$ cat src/rtl/core/u8u16_pkg.sv
// ============================================================================
// u8u16_pkg - shared types and constants of the UTF-8 to UTF-16 transcoder
// Holds the job descriptor that travels from the decoder to the unit
// generator, and the code point constants that both sides use.
// ============================================================================
`default_nettype none

package u8u16_pkg;

   // Queue depth between the decoder and the unit generator.
   localparam int QUEUE_DEPTH = 4;

   localparam logic [15:0] REPLACEMENT_CHAR = 16'hFFFD;
   localparam logic [20:0] MAX_CODEPOINT    = 21'h10FFFF;
   localparam logic [20:0] BMP_MAX          = 21'h00FFFF;
   localparam logic [20:0] SURR_LOW_BOUND   = 21'h00D800;
   localparam logic [20:0] SURR_HIGH_BOUND  = 21'h00DFFF;
   localparam logic [20:0] SUPP_BASE        = 21'h010000;
   localparam logic [15:0] HIGH_SURR_BASE   = 16'hD800;
   localparam logic [15:0] LOW_SURR_BASE    = 16'hDC00;

   // Tail kinds of a job.
   localparam logic [1:0] TAIL_NONE   = 2'd0;
   localparam logic [1:0] TAIL_SINGLE = 2'd1;
   localparam logic [1:0] TAIL_PAIR   = 2'd2;

   // One decoded input byte: a run of replacement characters, followed by
   // an optional code point emitted as one unit or as a surrogate pair.
   typedef struct packed {
      logic [2:0]  rep_count;
      logic [1:0]  tail_count;
      logic [20:0] tail_cp;
      logic        string_end;
   } job_type;

endpackage

`default_nettype wire

$ cat src/rtl/core/utf8_to_utf16_transcoder.sv
// ============================================================================
// utf8_to_utf16_transcoder - UTF-8 to UTF-16 stream transcoder
// Takes UTF-8 bytes and gives UTF-16 code units, with surrogate pairs above
// the basic plane and one replacement character for each invalid byte.
// ============================================================================
//
// Channel   Direction  Beat contents
// -------   ---------  ----------------------------------------------------
// req_      in         text_byte, string_end (flag on the final byte)
// rsp_      out        code_unit, run_last (last unit of a byte),
//                      string_done (last unit of the string)
//
// The decoder takes one byte per cycle whenever the job queue has room; each
// byte turns into zero to four code units. The unit generator sends one code
// unit per cycle while the receiver is ready, so the sustained rate is one
// byte per cycle for bytes that give at most one unit, else the unit rate;
// the queue absorbs bursts. The first unit of a byte passes through the job
// queue and then the registered result stage before it is offered at the
// result port. Reset is synchronous and clears the open sequence, the queue
// and the result stage; there is no clearing pass. A stalled result beat
// holds its payload, and bytes keep flowing until the queue fills.
//
`default_nettype none

module utf8_to_utf16_transcoder #(
   parameter int QueueDepth = u8u16_pkg::QUEUE_DEPTH
) (
   input  wire         clock,
   input  wire         reset,
   input  wire         req_valid,
   output logic        req_ready,
   input  wire  [7:0]  req_text_byte,
   input  wire         req_string_end,
   output logic        rsp_valid,
   input  wire         rsp_ready,
   output logic [15:0] rsp_code_unit,
   output logic        rsp_run_last,
   output logic        rsp_string_done
);
   import u8u16_pkg::*;

   // Decoder to queue.
   logic    push_valid;
   logic    push_ready;
   job_type push_job;

   // Queue to unit generator.
   logic    head_valid;
   logic    head_ready;
   job_type head_job;

   // The decoder owns the open-sequence state and the input handshake.
   u8u16_front u_front (
      .clock          (clock),
      .reset          (reset),
      .req_valid      (req_valid),
      .req_ready      (req_ready),
      .req_text_byte  (req_text_byte),
      .req_string_end (req_string_end),
      .job_valid      (push_valid),
      .job_ready      (push_ready),
      .job            (push_job)
   );

   // The queue lets the decoder run ahead while units of earlier bytes are
   // still being sent.
   u8u16_queue #(
      .Depth (QueueDepth)
   ) u_queue (
      .clock     (clock),
      .reset     (reset),
      .in_valid  (push_valid),
      .in_ready  (push_ready),
      .in_job    (push_job),
      .out_valid (head_valid),
      .out_ready (head_ready),
      .out_job   (head_job)
   );

   // The unit generator walks each job one code unit at a time into the
   // registered result stage.
   u8u16_back u_back (
      .clock           (clock),
      .reset           (reset),
      .job_valid       (head_valid),
      .job_ready       (head_ready),
      .job             (head_job),
      .rsp_valid       (rsp_valid),
      .rsp_ready       (rsp_ready),
      .rsp_code_unit   (rsp_code_unit),
      .rsp_run_last    (rsp_run_last),
      .rsp_string_done (rsp_string_done)
   );

`ifndef NO_ASSERTIONS
   // Every queued job gives between one and four code units.
   a_job_units: assert property (@(posedge clock) disable iff (reset)
      push_valid |-> ((push_job.rep_count + {1'b0, push_job.tail_count}) != 3'd0) &&
                     ((push_job.rep_count + {1'b0, push_job.tail_count}) <= 3'd4))
      else $error("job with no units or more than four units");

   // A surrogate pair carries a supplementary code point.
   a_pair_range: assert property (@(posedge clock) disable iff (reset)
      (push_valid && (push_job.tail_count == TAIL_PAIR)) |->
         (push_job.tail_cp >= SUPP_BASE) && (push_job.tail_cp <= MAX_CODEPOINT))
      else $error("surrogate pair outside the supplementary planes");

   // A single unit is never a lone surrogate.
   a_single_range: assert property (@(posedge clock) disable iff (reset)
      (push_valid && (push_job.tail_count == TAIL_SINGLE)) |->
         (push_job.tail_cp <= BMP_MAX) &&
         ((push_job.tail_cp < SURR_LOW_BOUND) || (push_job.tail_cp > SURR_HIGH_BOUND)))
      else $error("single unit out of range or a surrogate");

   // The end of a string always closes the code units of its byte.
   a_done_is_last: assert property (@(posedge clock) disable iff (reset)
      (rsp_valid && rsp_string_done) |-> rsp_run_last)
      else $error("string end flagged on a unit that is not the last of its byte");

   // No result is offered straight after reset.
   a_reset_idle: assert property (@(posedge clock)
      reset |=> !rsp_valid)
      else $error("result offered after reset");
`endif

endmodule

`default_nettype wire

$ cat src/rtl/core/u8u16_front.sv
// ============================================================================
// u8u16_front - byte decoder
// Accepts one UTF-8 byte per cycle while the queue has room, tracks the open
// sequence and turns each byte into a job descriptor for the unit generator.
// ============================================================================
`default_nettype none

module u8u16_front (
   input  wire                  clock,
   input  wire                  reset,
   input  wire                  req_valid,
   output logic                 req_ready,
   input  wire  [7:0]           req_text_byte,
   input  wire                  req_string_end,
   output logic                 job_valid,
   input  wire                  job_ready,
   output u8u16_pkg::job_type   job
);
   import u8u16_pkg::*;

   typedef enum logic [2:0] {
      LEAD_ASCII = 3'd0,
      LEAD_TWO   = 3'd1,
      LEAD_THREE = 3'd2,
      LEAD_FOUR  = 3'd3,
      LEAD_BAD   = 3'd4
   } lead_class_type;

   logic [2:0]     exp_len_ff, exp_len_in;
   logic [1:0]     pend_cnt_ff, pend_cnt_in;
   logic [20:0]    part_cp_ff, part_cp_in;

   lead_class_type lead_class;
   logic [2:0]     lead_len;
   logic [20:0]    lead_cp;
   logic           accept;
   logic           is_open;
   logic           is_cont;
   logic [20:0]    acc_cp;
   logic [2:0]     acc_cnt;
   logic [2:0]     rep;
   logic [1:0]     tail;
   logic [20:0]    tail_cp;
   logic [2:0]     unit_total;

   assign req_ready = job_ready;
   assign accept    = req_valid && job_ready;

   // Lead byte classification.
   always_comb begin
      lead_class = LEAD_BAD;
      lead_len   = 3'd0;
      lead_cp    = 21'd0;
      if (req_text_byte[7] == 1'b0) begin
         lead_class = LEAD_ASCII;
         lead_cp    = {13'd0, req_text_byte};
      end else if (req_text_byte[7:5] == 3'b110) begin
         lead_class = LEAD_TWO;
         lead_len   = 3'd2;
         lead_cp    = {16'd0, req_text_byte[4:0]};
      end else if (req_text_byte[7:4] == 4'b1110) begin
         lead_class = LEAD_THREE;
         lead_len   = 3'd3;
         lead_cp    = {17'd0, req_text_byte[3:0]};
      end else if (req_text_byte[7:3] == 5'b11110) begin
         lead_class = LEAD_FOUR;
         lead_len   = 3'd4;
         lead_cp    = {18'd0, req_text_byte[2:0]};
      end
   end

   assign is_open = (exp_len_ff != 3'd0);
   assign is_cont = (req_text_byte[7:6] == 2'b10);
   assign acc_cp  = {part_cp_ff[14:0], req_text_byte[5:0]};
   assign acc_cnt = {1'b0, pend_cnt_ff} + 3'd1;

   always_comb begin
      rep         = 3'd0;
      tail        = TAIL_NONE;
      tail_cp     = 21'd0;
      exp_len_in  = exp_len_ff;
      pend_cnt_in = pend_cnt_ff;
      part_cp_in  = part_cp_ff;
      if (is_open && is_cont) begin
         if ((acc_cnt + 3'd1) >= exp_len_ff) begin
            exp_len_in  = 3'd0;
            pend_cnt_in = 2'd0;
            if ((acc_cp > MAX_CODEPOINT) ||
                ((acc_cp >= SURR_LOW_BOUND) && (acc_cp <= SURR_HIGH_BOUND))) begin
               rep = exp_len_ff;
            end else begin
               tail    = (acc_cp > BMP_MAX) ? TAIL_PAIR : TAIL_SINGLE;
               tail_cp = acc_cp;
            end
         end else if (req_string_end) begin
            // A sequence cut at string end gives one replacement for the lead
            // and one for each continuation, this byte included.
            rep         = acc_cnt + 3'd1;
            exp_len_in  = 3'd0;
            pend_cnt_in = 2'd0;
         end else begin
            pend_cnt_in = acc_cnt[1:0];
            part_cp_in  = acc_cp;
         end
      end else begin
         // A broken sequence yields one replacement per byte seen so far;
         // the breaking byte is then decoded as a lead.
         if (is_open) begin
            rep         = acc_cnt;
            exp_len_in  = 3'd0;
            pend_cnt_in = 2'd0;
         end
         case (lead_class)
            LEAD_ASCII: begin
               tail    = TAIL_SINGLE;
               tail_cp = lead_cp;
            end
            LEAD_TWO, LEAD_THREE, LEAD_FOUR: begin
               if (req_string_end) begin
                  rep = rep + 3'd1;
               end else begin
                  exp_len_in  = lead_len;
                  pend_cnt_in = 2'd0;
                  part_cp_in  = lead_cp;
               end
            end
            default: begin
               rep = rep + 3'd1;
            end
         endcase
      end
      if (req_string_end) begin
         exp_len_in  = 3'd0;
         pend_cnt_in = 2'd0;
      end
   end

   assign unit_total = rep + {1'b0, tail};
   assign job_valid  = accept && (unit_total != 3'd0);

   always_comb begin
      job.rep_count  = rep;
      job.tail_count = tail;
      job.tail_cp    = tail_cp;
      job.string_end = req_string_end;
   end

   always_ff @(posedge clock) begin
      if (reset) begin
         exp_len_ff  <= 3'd0;
         pend_cnt_ff <= 2'd0;
      end else if (accept) begin
         exp_len_ff  <= exp_len_in;
         pend_cnt_ff <= pend_cnt_in;
      end
   end

   always_ff @(posedge clock) begin
      if (accept) begin
         part_cp_ff <= part_cp_in;
      end
   end

endmodule

`default_nettype wire

$ cat src/rtl/core/u8u16_queue.sv
// ============================================================================
// u8u16_queue - job queue
// A small first-in first-out store of job descriptors between the decoder
// and the unit generator.
// ============================================================================
`default_nettype none

module u8u16_queue #(
   parameter int Depth = u8u16_pkg::QUEUE_DEPTH
) (
   input  wire                  clock,
   input  wire                  reset,
   input  wire                  in_valid,
   output logic                 in_ready,
   input  u8u16_pkg::job_type   in_job,
   output logic                 out_valid,
   input  wire                  out_ready,
   output u8u16_pkg::job_type   out_job
);
   import u8u16_pkg::*;

   localparam int PtrW = (Depth > 1) ? $clog2(Depth) : 1;
   localparam int CntW = $clog2(Depth + 1);
   localparam logic [PtrW-1:0] LastPtr = PtrW'(Depth - 1);
   localparam logic [CntW-1:0] FullCnt = CntW'(Depth);

   job_type           mem_ff [Depth];
   logic [PtrW-1:0]   wr_ptr_ff, wr_ptr_in;
   logic [PtrW-1:0]   rd_ptr_ff, rd_ptr_in;
   logic [CntW-1:0]   count_ff, count_in;
   logic              push;
   logic              pop;

   assign in_ready  = (count_ff != FullCnt);
   assign out_valid = (count_ff != '0);
   assign out_job   = mem_ff[rd_ptr_ff];
   assign push      = in_valid && in_ready;
   assign pop       = out_valid && out_ready;

   always_comb begin
      wr_ptr_in = wr_ptr_ff;
      rd_ptr_in = rd_ptr_ff;
      count_in  = count_ff;
      if (push) begin
         wr_ptr_in = (wr_ptr_ff == LastPtr) ? '0 : wr_ptr_ff + PtrW'(1);
      end
      if (pop) begin
         rd_ptr_in = (rd_ptr_ff == LastPtr) ? '0 : rd_ptr_ff + PtrW'(1);
      end
      if (push && !pop) begin
         count_in = count_ff + CntW'(1);
      end else if (pop && !push) begin
         count_in = count_ff - CntW'(1);
      end
   end

   always_ff @(posedge clock) begin
      if (reset) begin
         wr_ptr_ff <= '0;
         rd_ptr_ff <= '0;
         count_ff  <= '0;
      end else begin
         wr_ptr_ff <= wr_ptr_in;
         rd_ptr_ff <= rd_ptr_in;
         count_ff  <= count_in;
      end
   end

   always_ff @(posedge clock) begin
      if (push) begin
         mem_ff[wr_ptr_ff] <= in_job;
      end
   end

endmodule

`default_nettype wire

$ cat src/rtl/core/u8u16_back.sv
// ============================================================================
// u8u16_back - unit generator
// Expands the job at the head of the queue into UTF-16 code units, one per
// cycle while the receiver is ready, into the registered result stage.
// ============================================================================
`default_nettype none

module u8u16_back (
   input  wire                  clock,
   input  wire                  reset,
   input  wire                  job_valid,
   output logic                 job_ready,
   input  u8u16_pkg::job_type   job,
   output logic                 rsp_valid,
   input  wire                  rsp_ready,
   output logic [15:0]          rsp_code_unit,
   output logic                 rsp_run_last,
   output logic                 rsp_string_done
);
   import u8u16_pkg::*;

   logic [1:0]  unit_idx_ff, unit_idx_in;
   logic        rsp_valid_ff, rsp_valid_in;
   logic [15:0] code_unit_ff;
   logic        run_last_ff;
   logic        string_done_ff;

   logic [2:0]  unit_total;
   logic        is_last;
   logic        load;
   logic [2:0]  tail_pos;
   logic [20:0] supp_offset;
   logic [15:0] high_surr;
   logic [15:0] low_surr;
   logic [15:0] unit_value;

   assign unit_total  = job.rep_count + {1'b0, job.tail_count};
   assign is_last     = (({1'b0, unit_idx_ff} + 3'd1) == unit_total);
   assign load        = job_valid && (!rsp_valid_ff || rsp_ready);
   assign job_ready   = load && is_last;

   assign tail_pos    = {1'b0, unit_idx_ff} - job.rep_count;
   assign supp_offset = job.tail_cp - SUPP_BASE;
   assign high_surr   = HIGH_SURR_BASE + {6'd0, supp_offset[19:10]};
   assign low_surr    = LOW_SURR_BASE + {6'd0, supp_offset[9:0]};

   // Replacements come first, then the code point.
   always_comb begin
      if ({1'b0, unit_idx_ff} < job.rep_count) begin
         unit_value = REPLACEMENT_CHAR;
      end else if (tail_pos[0]) begin
         unit_value = low_surr;
      end else if (job.tail_count == TAIL_PAIR) begin
         unit_value = high_surr;
      end else begin
         unit_value = job.tail_cp[15:0];
      end
   end

   always_comb begin
      unit_idx_in  = unit_idx_ff;
      rsp_valid_in = rsp_valid_ff;
      if (load) begin
         unit_idx_in  = is_last ? 2'd0 : unit_idx_ff + 2'd1;
         rsp_valid_in = 1'b1;
      end else if (rsp_ready) begin
         rsp_valid_in = 1'b0;
      end
   end

   always_ff @(posedge clock) begin
      if (reset) begin
         unit_idx_ff  <= 2'd0;
         rsp_valid_ff <= 1'b0;
      end else begin
         unit_idx_ff  <= unit_idx_in;
         rsp_valid_ff <= rsp_valid_in;
      end
   end

   always_ff @(posedge clock) begin
      if (load) begin
         code_unit_ff   <= unit_value;
         run_last_ff    <= is_last;
         string_done_ff <= is_last && job.string_end;
      end
   end

   assign rsp_valid       = rsp_valid_ff;
   assign rsp_code_unit   = code_unit_ff;
   assign rsp_run_last    = run_last_ff;
   assign rsp_string_done = string_done_ff;

endmodule

`default_nettype wire

$ cat config.mk
export PLATFORM = sky130hd
export DESIGN_NAME = utf8_to_utf16_transcoder
export DESIGN_NICKNAME = d
export VERILOG_FILES = /design/src/rtl/core/u8u16_pkg.sv /design/src/rtl/core/utf8_to_utf16_transcoder.sv /design/src/rtl/core/u8u16_front.sv /design/src/rtl/core/u8u16_queue.sv /design/src/rtl/core/u8u16_back.sv
export SDC_FILE = /design/constraint.sdc
export NUM_CORES = 1
export LEC_CHECK = 0
export BUFFER_PORTS_ARGS = -buffer_cell sky130_fd_sc_hd__buf_2
export CAP_MARGIN = 25
export CORE_MARGIN = 5
export CORE_UTILIZATION = 45
export CTS_CLUSTER_DIAMETER = 60
export DETAILED_ROUTE_END_ITERATION = 8
export PLACE_DENSITY = 0.64
export REMOVE_ABC_BUFFERS = 1
export SLEW_MARGIN = 20
export SYNTH_ARGS = -nofsm -noshare
export SYNTH_HDL_FRONTEND = slang
export SYNTH_SLANG_ARGS = --single-unit
$ cat constraint.sdc
create_clock -name clock -period 9 [get_ports clock]
set_input_delay 0 -clock clock [delete_from_list [all_inputs] [get_ports clock]]
set_output_delay 0 -clock clock [all_outputs]
set_load 0.01 [all_outputs]
==> impl_summary.txt <==
----------------------------------------------------
[STA]
  Headroom to the max-slew limit ... 49.1%
  RSZ-0062 raised after global routing ... no
  Timing-limited maximum frequency ... between 150 and 200 MHz
  Final sum of negative setup slack ... 0 ps
  Ratio of final minimum period to clock period ... 58.2%
  Worst slew pin tran ... approximately 760 ps
  Number of max-slew violations in the final report ... 0
  Worst clock skew on the final layout ... roughly 10 ps
  Final setup fails ... 0
  Final critical-path required period ... roughly 5200 ps
  Number of hold-slack violations in the final timing report ... 0

[Yosys]
  Sequential-to-total area share from yosys stat ... between 60% and 70%
  Xor/xnor share of the synthesized area ... 1.59%
  Area fraction in compound gates after synthesis ... around 3.8%
  Simple-gate share of the synthesized area ... a little over 10%
  Largest area contributor in the synthesized netlist ... edfxtp_1
  Count of mapped cells out of synthesis ... 426
  Fraction of synthesis flops using an asynchronous set or reset pin ... 0%
  Number of enable flip-flop cells after synthesis ... around 140
  Yosys top cell area share ... between 60% and 70%
  Synthesized area ... ~6600 um2
  Portion of netlist area occupied by mux cells ... 10.7%
  Arithmetic-cell share of the synthesized area counting full adders, half adders and majority gates ... approximately 4.3%
  Warnings from Yosys ... 0
  Average cell area after synthesis ... 15.5 um2
  Main combinational cell family by area after synthesis ... multiplexers
  Most area-consuming cells after synthesis ... edfxtp_1 (62%), mux4_2 (8.8%), dfxtp_1 (5.1%), ha_1 (3.4%), and2_1 (2.8%)
  Unique cell type count in the Yosys netlist ... just under 50
  Number of flip-flops and latches in the synthesized netlist ... 154
  Leading register cell type out of synthesis ... edfxtp_1

[Routing]
  Number of remaining DRC errors ... 0
  Router iterations before antenna repair ... 6
  Vias per cell ... around 5.3
  Violation count after the first detailed-route iteration ... between 200 and 300
  Drt total wl ... 11.9 mm
  Via Count ... 3609
  Wire length per cell after detailed routing ... 17.4 um
  Post-detailed-route count of antenna-violating nets ... 0

[Floorplanning]
  Number of cell rows ... 44
  Die area ... 17200 um2
  Die extent in y ... ~130 um
  Initial Utilization ... between 40 and 50%
  Chip Width ... about 130 um
  Core footprint ... between 10000 and 15000 um2
  Num ports ... 33

[Clock network]
  Number of sinks handled by clock tree synthesis ... between 150 and 200
  Number of gates given a new drive strength after cts ... 0
  Insertion delay of the later-clocked pin in the worst-skew pair ... 420 ps
  TritonCTS clock tree ... yes
  Worst-case clock buffer depth ... 2
  # Post-CTS Setup Buffers ... 0
  CTS H-tree lvls ... 4
  Cell at the root of the clock tree ... clkbuf_16
  Number of buffers created by CTS ... 17
  Clock-pin transition on the worst setup and hold timing paths ... roughly 60 ps
  Quantity of hold-fixing buffers added after cts ... 13

[Placement]
  Placer congestion estimate ... 0.818
  Placed instance count ... 636
  Detailed placer's ending HPWL ... between 7 and 8 mm
  Port bufs ... 32

[Cells and area]
  Highest-count cells in the layout ignoring fill and taps ... edfxtp_1 (137), nand2_1 (34), buf_2 (32), and2_1 (30), mux4_2 (26)
  Ratio of cells with drive above 1 in the final layout ... 21.5%
  Ant diodes ... 0
  Fill count ... 1161
  Layout overhead on the synthesized area ... 17.7%
  Count of placed standard cells in the final layout, fillers left out ... 682
  Most common library cell in the layout ignoring fill and taps ... edfxtp_1
  Net count reported at finish ... roughly 520
  Fraction of the core area covered by cells at the end of the flow ... a little over half

[Outcome]
  Status ... finished, final reports clean

[Worst hold path]
  Min-delay worst type ... in2reg

[Power]
  Power density over the cells ... around 280 nW/um2
  Leak ... about 2.8 nW
  Largest voltage drop on the vdd net ... about 0.13 mV

[Worst setup path]
  Critical path peak fanout ... 7
  CP arrival ... between 5000 and 6000 ps
  Crit end category ... register
  Required @ worst endpoint ... ~9400 ps
  Startpoint class of the critical path ... register
  Classification of the worst setup path ... reg2reg

[GRT]
  Antenna violations before repair ... 0
  Vias in the first global route ... 3748
  Global-route wire length before repair ... between 15 and 20 mm
  Total GRT Usage ... 14.5%
  Maximum number of pins on one net before global-route repair ... 27
  Remaining Overflow, GRT ... 0

[Flow run]
  Maximum capacitance violations ... 0

----------------------------------------------------
## area by class of cell
type                    instances  area, um2  area share (%)
repair buffers                 54        355            4.56
clock buffers                  19        433            5.56
well taps                     184        230            2.95
clock inverters                13        213            2.73
multi-input cells             238       2030            26.0
inverters                      20       75.1           0.964
flip-flops and latches        154       4460            57.2
## critical path: stages (launching register included)
cell     delay [ps]
dfxtp_1         410
inv_1           120
ha_1            360
xor2_1          230
ha_1            270
a31oi_1         520
inv_1           160
and2_1          200
a32oi_1         150
o21ai_0         210
ha_1            270
fa_1            500
or3_1           120
mux2i_1          80
nor2_2          280
ha_1            240
inv_1            60
fa_1            370
xor2_1          150
or3_1           300
a21oi_1         150
## per-layer routing
metal,wire length [um],part of all wire (%),track usage (%),up-vias
li1,-,-,-,1723
met1,5400,45,19.6,1758
met2,5610,47,22.6,110
met3,678,5.7,4.28,18
met4,194,1.6,5.31,0
met5,0,0,0,-
## sequential cells by signal (all words and copies together), names as in the netlist, named ones only
name / flops
u_queue.rd_ptr_ff: 2
u_queue.mem_ff: 104
u_back.unit_idx_ff: 2
u_front.pend_cnt_ff: 2
u_back.rsp_run_last: 1
u_back.rsp_valid: 1
u_queue.count_ff: 3
u_front.exp_len_ff: 3
u_front.part_cp_ff: 15
u_queue.wr_ptr_ff: 2
u_back.rsp_code_unit: 16
u_back.rsp_string_done: 1
## where the power goes
| part | internal, mW | switching, mW | leakage, nW | total, mW |
|---|---|---|---|---|
| combinational | 0.203 | 0.255 | 1.09 | 0.458 |
| clock | 0.495 | 0.282 | 0.307 | 0.777 |
| sequential | 0.883 | 0.0288 | 1.36 | 0.912 |
## metrics by stage
stage          power, mW  hold WS, ps  setup slack [ps]  cell area (um2)
2_1_floorplan       1.26         69.1              4420             6560
3_3_place_gp        1.37          258              4140             7010
3_5_place_dp        1.39          265              3800             7010
4_1_cts             2.17         1.27              3760             7790
5_1_grt             2.26         64.6              3280             7790
6_report            2.15         28.3              3760             7790
## cell usage after synthesis, types with 2 or more instances
cell type and number:
or2_2 4, xor2_1 5, nor2b_1 3, edfxtp_1 137, mux2i_1 11, and3_1 8
a21oi_1 8, xnor2_1 7, buf_2 3, dfxtp_1 17, o32ai_1 2, mux4_2 26
nand3_1 6, nand2b_1 6, nand2_1 34, ha_1 18, clkbuf_1 9, nor3_1 8
inv_1 20, o21ai_0 8, a31oi_1 2, a21o_1 2, o211ai_1 5, and2_1 30
a21boi_0 2, or3_1 4, nor2_1 17, fa_1 3
## path summary, 6_finish.rpt
| path | from | end | slack, ps | cells past startpoint |
|---|---|---|---|---|
| hold / removal | req_text_byte[6] | u_front.part_cp_ff[6] | 30 | 3 |
| setup / recovery | u_front.pend_cnt_ff[0] | u_queue.count_ff[2] | 3760 | 20 |
| hold reg to reg | u_queue.rd_ptr_ff[0] | register | 490 | 2 |
| setup reg to reg | u_front.pend_cnt_ff[0] | u_queue.count_ff[2] | 3760 | 20 |
## kinds of logic after synthesis
kind of cell	Yosys count
buffers and inverters	34
DFF	154
adders and majority gates	21
xor gates and xnor gates	12
AOI/OAI and AO/OA	38
muxes	38
and+or+nand+nor	129
(Power assumes the default switching activity.)
